[src/design/sscd_pkg.sv]
// Shared types and constants for the swept sphere collision test block.
`default_nettype none
package sscd_pkg;

  localparam int TS_W      = 32;
  localparam int MS_W      = 16;
  localparam int CFG_IDX_W = 1;
  localparam int CNT_W     = 6;

  localparam logic [CFG_IDX_W-1:0] CFG_TIMESTEP     = 1'b0;
  localparam logic [CFG_IDX_W-1:0] CFG_MIN_SPEED_SQ = 1'b1;

  localparam logic [TS_W-1:0] TIMESTEP_RST     = 32'd65536;
  localparam logic [MS_W-1:0] MIN_SPEED_SQ_RST = 16'd1;

  // Last count of each sequenced phase.
  localparam logic [CNT_W-1:0] LAST_MAC  = 6'd3;
  localparam logic [CNT_W-1:0] LAST_DIST = 6'd4;
  localparam logic [CNT_W-1:0] LAST_DIV  = 6'(TS_W - 1);

  typedef enum logic [3:0] {
    ST_IDLE,
    ST_DOT,
    ST_VV,
    ST_DIVPREP,
    ST_DIV,
    ST_TSEL,
    ST_CMUL,
    ST_DIST,
    ST_OUT
  } state_e;

  typedef struct packed {
    state_e           phase;
    logic [CNT_W-1:0] cnt;
    logic             store_first;
    logic             start;
    logic             out_load;
  } cmd_t;

  typedef struct packed {
    logic div_skip;
  } status_t;

endpackage
`default_nettype wire

[src/design/sscd_ctrl.sv]
// Sequencer for the pair test: steps the shared multiplier and divider.
`default_nettype none
module sscd_ctrl (
  input  wire logic            clk_i,
  input  wire logic            rst_ni,
  input  wire logic            in_valid_i,
  input  wire logic            in_second_i,
  output logic                 in_ready_o,
  output logic                 out_valid_o,
  input  wire logic            out_ready_i,
  input  wire sscd_pkg::status_t status_i,
  output sscd_pkg::cmd_t       cmd_o
);

  sscd_pkg::state_e                 state_q, state_d;
  logic [sscd_pkg::CNT_W-1:0]       cnt_q, cnt_d;
  logic                             out_valid_q, out_valid_d;
  logic                             accept;
  logic                             load;

  always_ff @(posedge clk_i or negedge rst_ni) begin
    if (!rst_ni) begin
      state_q     <= sscd_pkg::ST_IDLE;
      cnt_q       <= '0;
      out_valid_q <= 1'b0;
    end else begin
      state_q     <= state_d;
      cnt_q       <= cnt_d;
      out_valid_q <= out_valid_d;
    end
  end

  always_comb begin
    state_d = state_q;
    cnt_d   = cnt_q + 1'b1;
    accept  = in_valid_i && (state_q == sscd_pkg::ST_IDLE);
    load    = 1'b0;
    case (state_q)
      sscd_pkg::ST_IDLE: begin
        cnt_d = '0;
        if (accept && in_second_i) state_d = sscd_pkg::ST_DOT;
      end
      sscd_pkg::ST_DOT: begin
        if (cnt_q == sscd_pkg::LAST_MAC) begin
          state_d = sscd_pkg::ST_VV;
          cnt_d   = '0;
        end
      end
      sscd_pkg::ST_VV: begin
        if (cnt_q == sscd_pkg::LAST_MAC) begin
          state_d = sscd_pkg::ST_DIVPREP;
          cnt_d   = '0;
        end
      end
      sscd_pkg::ST_DIVPREP: begin
        cnt_d   = '0;
        state_d = status_i.div_skip ? sscd_pkg::ST_TSEL : sscd_pkg::ST_DIV;
      end
      sscd_pkg::ST_DIV: begin
        if (cnt_q == sscd_pkg::LAST_DIV) begin
          state_d = sscd_pkg::ST_TSEL;
          cnt_d   = '0;
        end
      end
      sscd_pkg::ST_TSEL: begin
        state_d = sscd_pkg::ST_CMUL;
        cnt_d   = '0;
      end
      sscd_pkg::ST_CMUL: begin
        if (cnt_q == sscd_pkg::LAST_MAC) begin
          state_d = sscd_pkg::ST_DIST;
          cnt_d   = '0;
        end
      end
      sscd_pkg::ST_DIST: begin
        if (cnt_q == sscd_pkg::LAST_DIST) begin
          state_d = sscd_pkg::ST_OUT;
          cnt_d   = '0;
        end
      end
      sscd_pkg::ST_OUT: begin
        cnt_d = '0;
        // The previous result must have left the output register first.
        if (!out_valid_q || out_ready_i) begin
          load    = 1'b1;
          state_d = sscd_pkg::ST_IDLE;
        end
      end
      default: begin
        state_d = sscd_pkg::ST_IDLE;
        cnt_d   = '0;
      end
    endcase

    if (load) out_valid_d = 1'b1;
    else if (out_valid_q && out_ready_i) out_valid_d = 1'b0;
    else out_valid_d = out_valid_q;

    cmd_o.phase       = state_q;
    cmd_o.cnt         = cnt_q;
    cmd_o.store_first = accept && !in_second_i;
    cmd_o.start       = accept && in_second_i;
    cmd_o.out_load    = load;
  end

  assign in_ready_o  = (state_q == sscd_pkg::ST_IDLE);
  assign out_valid_o = out_valid_q;

endmodule
`default_nettype wire

[config.mk]
export PLATFORM = sky130hd
export DESIGN_NAME = sscd_ctrl
export DESIGN_NICKNAME = d
export VERILOG_FILES = /design/src/design/sscd_pkg.sv /design/src/design/sscd_ctrl.sv
export SDC_FILE = /design/constraint.sdc
export NUM_CORES = 1
export LEC_CHECK = 0
export ABC_CLOCK_PERIOD_IN_PS = 2400
export BUFFER_PORTS_ARGS = -buffer_cell sky130_fd_sc_hd__buf_2
export CORE_ASPECT_RATIO = 1.1
export CORE_UTILIZATION = 36
export DETAILED_ROUTE_END_ITERATION = 10
export GPL_TIMING_DRIVEN = 0
export SKIP_LAST_GASP = 1
export SLEW_MARGIN = 15
export SYNTH_ARGS = -nofsm -noshare
export SYNTH_HDL_FRONTEND = slang
export SYNTH_SLANG_ARGS = --single-unit
[constraint.sdc]
create_clock -name clk_i -period 2.4 [get_ports clk_i]
set_input_delay 0.12 -clock clk_i [delete_from_list [all_inputs] [get_ports clk_i]]
set_output_delay 0.12 -clock clk_i [all_outputs]
set_load 0.01 [all_outputs]
-- Word level (Yosys, flattened, before mapping)
Cells that the tools add are included.
- add/subtract/negate cells: 1
- eq/ne operators: 18
- multiplexer cells: 17
- reductions and logical operators: 11
- operators with widths (cell ; number):
    $pmux 4 s9 ; 1
    $mux 4 ; 7
    $mux 6 ; 3
    $pmux 6 s3 ; 1
    $eq 4x3->1 const B ; 4
    $ne 2x2->1 const B ; 6
    $eq 4x2->1 const B ; 2
    $reduce_and 7->1 ; 1
    $add 6x1->6 const B ; 1
    $eq 6x2->1 const B ; 1
    $eq 6x3->1 const B ; 1
    $eq 6x5->1 const B ; 1
    $mux 1 ; 5
    $eq 4x1->1 const B ; 1
    $eq 4x4->1 const B ; 1
    $logic_and 1x1->1 ; 4
    $logic_not 4->1 ; 1
    $reduce_or 3->1 ; 1
    $logic_not 1->1 ; 2
    $ne 2x1->1 const B ; 1
    $reduce_bool 2->1 ; 1
    $logic_or 1x1->1 ; 1
- bits in registers: 11
- bits of input ports: 6
- output and inout port bits: 15
- logic and storage cells: 50

-- Longest topological paths before layout
- word-level depth: 5
- gate-level depth with buffers: 5
- mapped depth without buffers: 5

-- Least setup slack after synthesis
Ideal clock, no wire load.
- path type: flip-flop to flip-flop
- start point: register cnt_q[0] (netlist name)
- end point: register state_q[0]
- library setup time: 0.110 ns
- arrival time: 1.666 ns
- required time: 2.290 ns
- slack: 0.623 ns
- stages on the path, launching flop included: 6
- path buffers: 0
- period minus slack after synthesis: 1.777 ns
- cells stage by stage: dfrtp_1 ha_1 nand3_2 o31a_1 or3_4 o41ai_1
- longest elaborated chain between the ends: 3
- elaborated cells between the ends (all ways): 9
- classes of those cells: eq/ne: 8; reduce/logical: 1
- RTL lines (element ; RTL line ; source):
    from (decl) ; sscd_ctrl.sv:16 ; logic [sscd_pkg::CNT_W-1:0] cnt_q, cnt_d;
    from (signal assigned) ; sscd_ctrl.sv:28 ; cnt_q <= cnt_d;
    $eq 6x3->1 (tied with other cells) ; sscd_ctrl.sv:76 ; if (cnt_q == sscd_pkg::LAST_DIST) begin
    $ne 2x2->1 (no source line) ; -- ;
    $reduce_and 7->1 (no source line) * ; -- ;
    to (signal assigned) ; sscd_ctrl.sv:23 ; state_q <= sscd_pkg::ST_IDLE;
    to (signal assigned) ; sscd_ctrl.sv:27 ; state_q <= state_d;
    to (decl) ; sscd_ctrl.sv:15 ; sscd_pkg::state_e state_q, state_d;
Mark *: on every way between the ends. The rest lies on a longest branch, timed or not.
A chain may end at the register's enable or synchronous reset.

-- Worst setup path after layout
Ends and elaborated chain as after synthesis.

==> metrics.md <==
| Metric | Value |
|---|---|
| Post-route ant nets | `0` |
| R2R cell count | `5` |
| H-tree depth | `1` |
| Inserted Clock Buffers | `3` |
| Antenna cells | `0` |
| Slew @ Worst Pin | `597.8 ps` |
| DR DRC count | `0` |
| WP data arrival | `2030 ps` |
| Die W | `42.73 um` |
| Largest net degree at the start of global routing | `12` |
| Min Clock Period, post-route | `1864 ps` |
| Hold Crit Endpoint | `out_valid_o` |
| Synthesized area | `656.9 um^2` |
| Syn_nets | `78` |
| FF+latch area | `275.3 um^2` |
| Finished Cell Area | `815.8 um^2` |
| Status | `complete, no violations` |
| Hold slack | `139.2 ps` |
| Area share of the largest cell type after synthesis | `0.4190` |
| Vias/cell | `5.482` |
| VDD IR max | `511.6 uV` |
| Post-synth top flop | `dfrtp_1` |
| Post-DP Area | `778.2 um^2` |
| Yosys top cell by area | `dfrtp_1` |
| Final setup fails | `0` |
| Post-synth cell types | `32` |
| Row count | `15` |
| Hold Fails Final Rpt | `0` |
| Synthesized area per cell | `9.384 um^2` |
| CTS tree | `yes` |
| GPL Wtd Cong | `0.7341` |
| Post-CTS sizing | `0` |
| Wirelength per Cell | `12.52 um` |
| CORE AREA | `0.001633 mm^2` |
| RSZ-0062 raised after global routing | `false` |
| Design Power | `0.9318 mW` |
| Global-route wire length before repair | `2325 um` |
| Share of cells above drive strength 1 | `0.3158` |
| Yosys reg bits | `11` |
| Setup slack, reg-to-reg | `540 ps` |
| Post-Route WL | `1402 um` |
| Setup WS pre-CTS | `547.0 ps` |
| Multi-input logic area | `342.8 um^2` |
| Setup Crit Path Kind | `reg2reg` |
| IO Pins | `21` |
| Clk_lat worst skew | `280 ps` |
| Most frequent cells after synthesis | `dfrtp_1 (11), nor2_1 (6), nand2_1 (5)` |
| Worst-path fanout max | `5` |
| Final setup margin | `536.3 ps` |
| Cell total after placement | `107` |
| P per Cell Area | `1142 mW/mm^2` |
| Final Non-Filler Cells | `112` |
| Die area | `0.002000 mm^2` |
| CTS sink count | `11` |
| Number of enable flip-flop cells after synthesis | `0` |
| CP Launch Type | `register` |
| Layout net count | `104` |
| Critical Path End Type | `register` |
| Clock buffer depth | `2` |
| Fin Setup TNS | `0 ps` |
| Clock-pin slew on the worst setup and hold paths | `90 ps` |
| Final Util | `0.4996` |
| Area delta synth->final | `24.19%` |
| Total Routing Usage GR | `0.1610` |
| Lkg Pwr | `0.3988 nW` |
| Pre-antenna DRT Iters | `4` |
| Antenna violations before repair | `0` |
| Max_cap viols | `0` |
| Number of global-route vias before repair | `527` |
| HP Start | `out_ready_i` |
| Max Clk Rate | `0.5366 GHz` |
| Reg2reg start | `cnt_q[0]` |
| Ys async rst share | `1.000` |
| Required @ worst endpoint | `2570 ps` |
| Die Ht | `46.80 um` |
| Root buffer cell | `clkbuf_4` |
| Slew HR | `0.5984` |
| # port buffers | `20` |
| Fin. max-slew vios | `0` |
| Syn. warnings | `0` |
| Clock Skew | `12.19 ps` |
| Worst Hold Class | `in2reg` |
| Starting Density | `0.4023` |
| Crit path launch | `cnt_q[0]` |
| Global route overflow | `0` |
| Fill cells | `157` |
| Register area share after synthesis | `0.4190` |
| DR iter-0 viols | `11` |
| Reg-to-reg endpoint | `state_q[0]` |
| Synth Instances | `70` |
| Hold path cells | `3` |
| HPWL Detailed | `1043 um` |
| Routed vias | `614` |
| Fin crit share | `0.7765` |
| Largest cells by area after synthesis | `dfrtp_1 (42%), xnor2_1 (5.3%), ha_1 (3.8%)` |
| Count leader, synth | `dfrtp_1` |
==> layout by cell type, fill, tap and decap left out, types with 3 or more instances in the layout <==
master    count
buf_2        21
dfrtp_1      11
nor2_1        6
nand2_1       5
inv_1         4
xnor2_1       4
clkbuf_1      3
nor3_1        3
o22ai_1       3
clkbuf_4      3
==> state kept, by name, indices dropped and copies added (netlist names) <==
| name | flops |
|---|---|
| out_valid_o | 1 |
| cnt_q | 6 |
| state_q | 4 |
==> cell families after synthesis <==
family	count (synthesis)	share of synthesized area
AND/OR/NAND/NOR	29	0.2553
AO/OA/AOI/OAI	13	0.1486
flip-flops	11	0.4190
buffers and inverters	9	0.05904
XOR/XNOR	6	0.08000
adder cells (fa/ha/maj)	2	0.03809
==> metal layers <==
| metal | part of all wire | wire, um | vias to the layer above | GRT usage |
|---|---|---|---|---|
| li1 | - | - | 301 | - |
| met5 | 0 | 0 | - | 0 |
| met1 | 0.45 | 634 | 291 | 0.2120 |
| met4 | 0.024 | 33 | 0 | 0.09375 |
| met2 | 0.46 | 649 | 18 | 0.2485 |
| met3 | 0.059 | 83 | 4 | 0.03462 |
==> where the power goes <==
part	internal, mW	switching, mW
combinational	0.225	0.286
clock	0.0619	0.0724
sequential	0.240	0.0462
total	0.527	0.405
==> how the worst max path moves through the flow <==
stage / to / slack (ps) / depth (start not counted)
global route: state_q[2] / 350 / 5
CTS: state_q[0] / 520 / 5
detailed placement: state_q[0] / 550 / 5
global placement: state_q[2] / 560 / 5
finish: state_q[0] / 540 / 5
floorplan: state_q[0] / 620 / 5
==> timing repair <==
item / CTS / global route
hold buffers: 1 / 0
setup buffers: 0 / 0
endpoints found under the hold margin: 11 / 0
==> layout make-up <==
class                      instances  share of cell area
multi-input combinational         50              0.4202
sequential                        11              0.3374
timing repair buffer              21              0.1350
buffer                             5             0.02914
clock buffer                       3             0.02761
tap                               17             0.02607
inverter                           4             0.01840
clock inverter                     1            0.006135
==> worst max-delay path, stage by stage (launching register included) <==
cell,delay (ps)
dfrtp_1,410
ha_1,240
nand3_2,110
o31a_1,280
or3_4,400
o41ai_1,300
No activity file was read; power rests on OpenSTA's default activity.
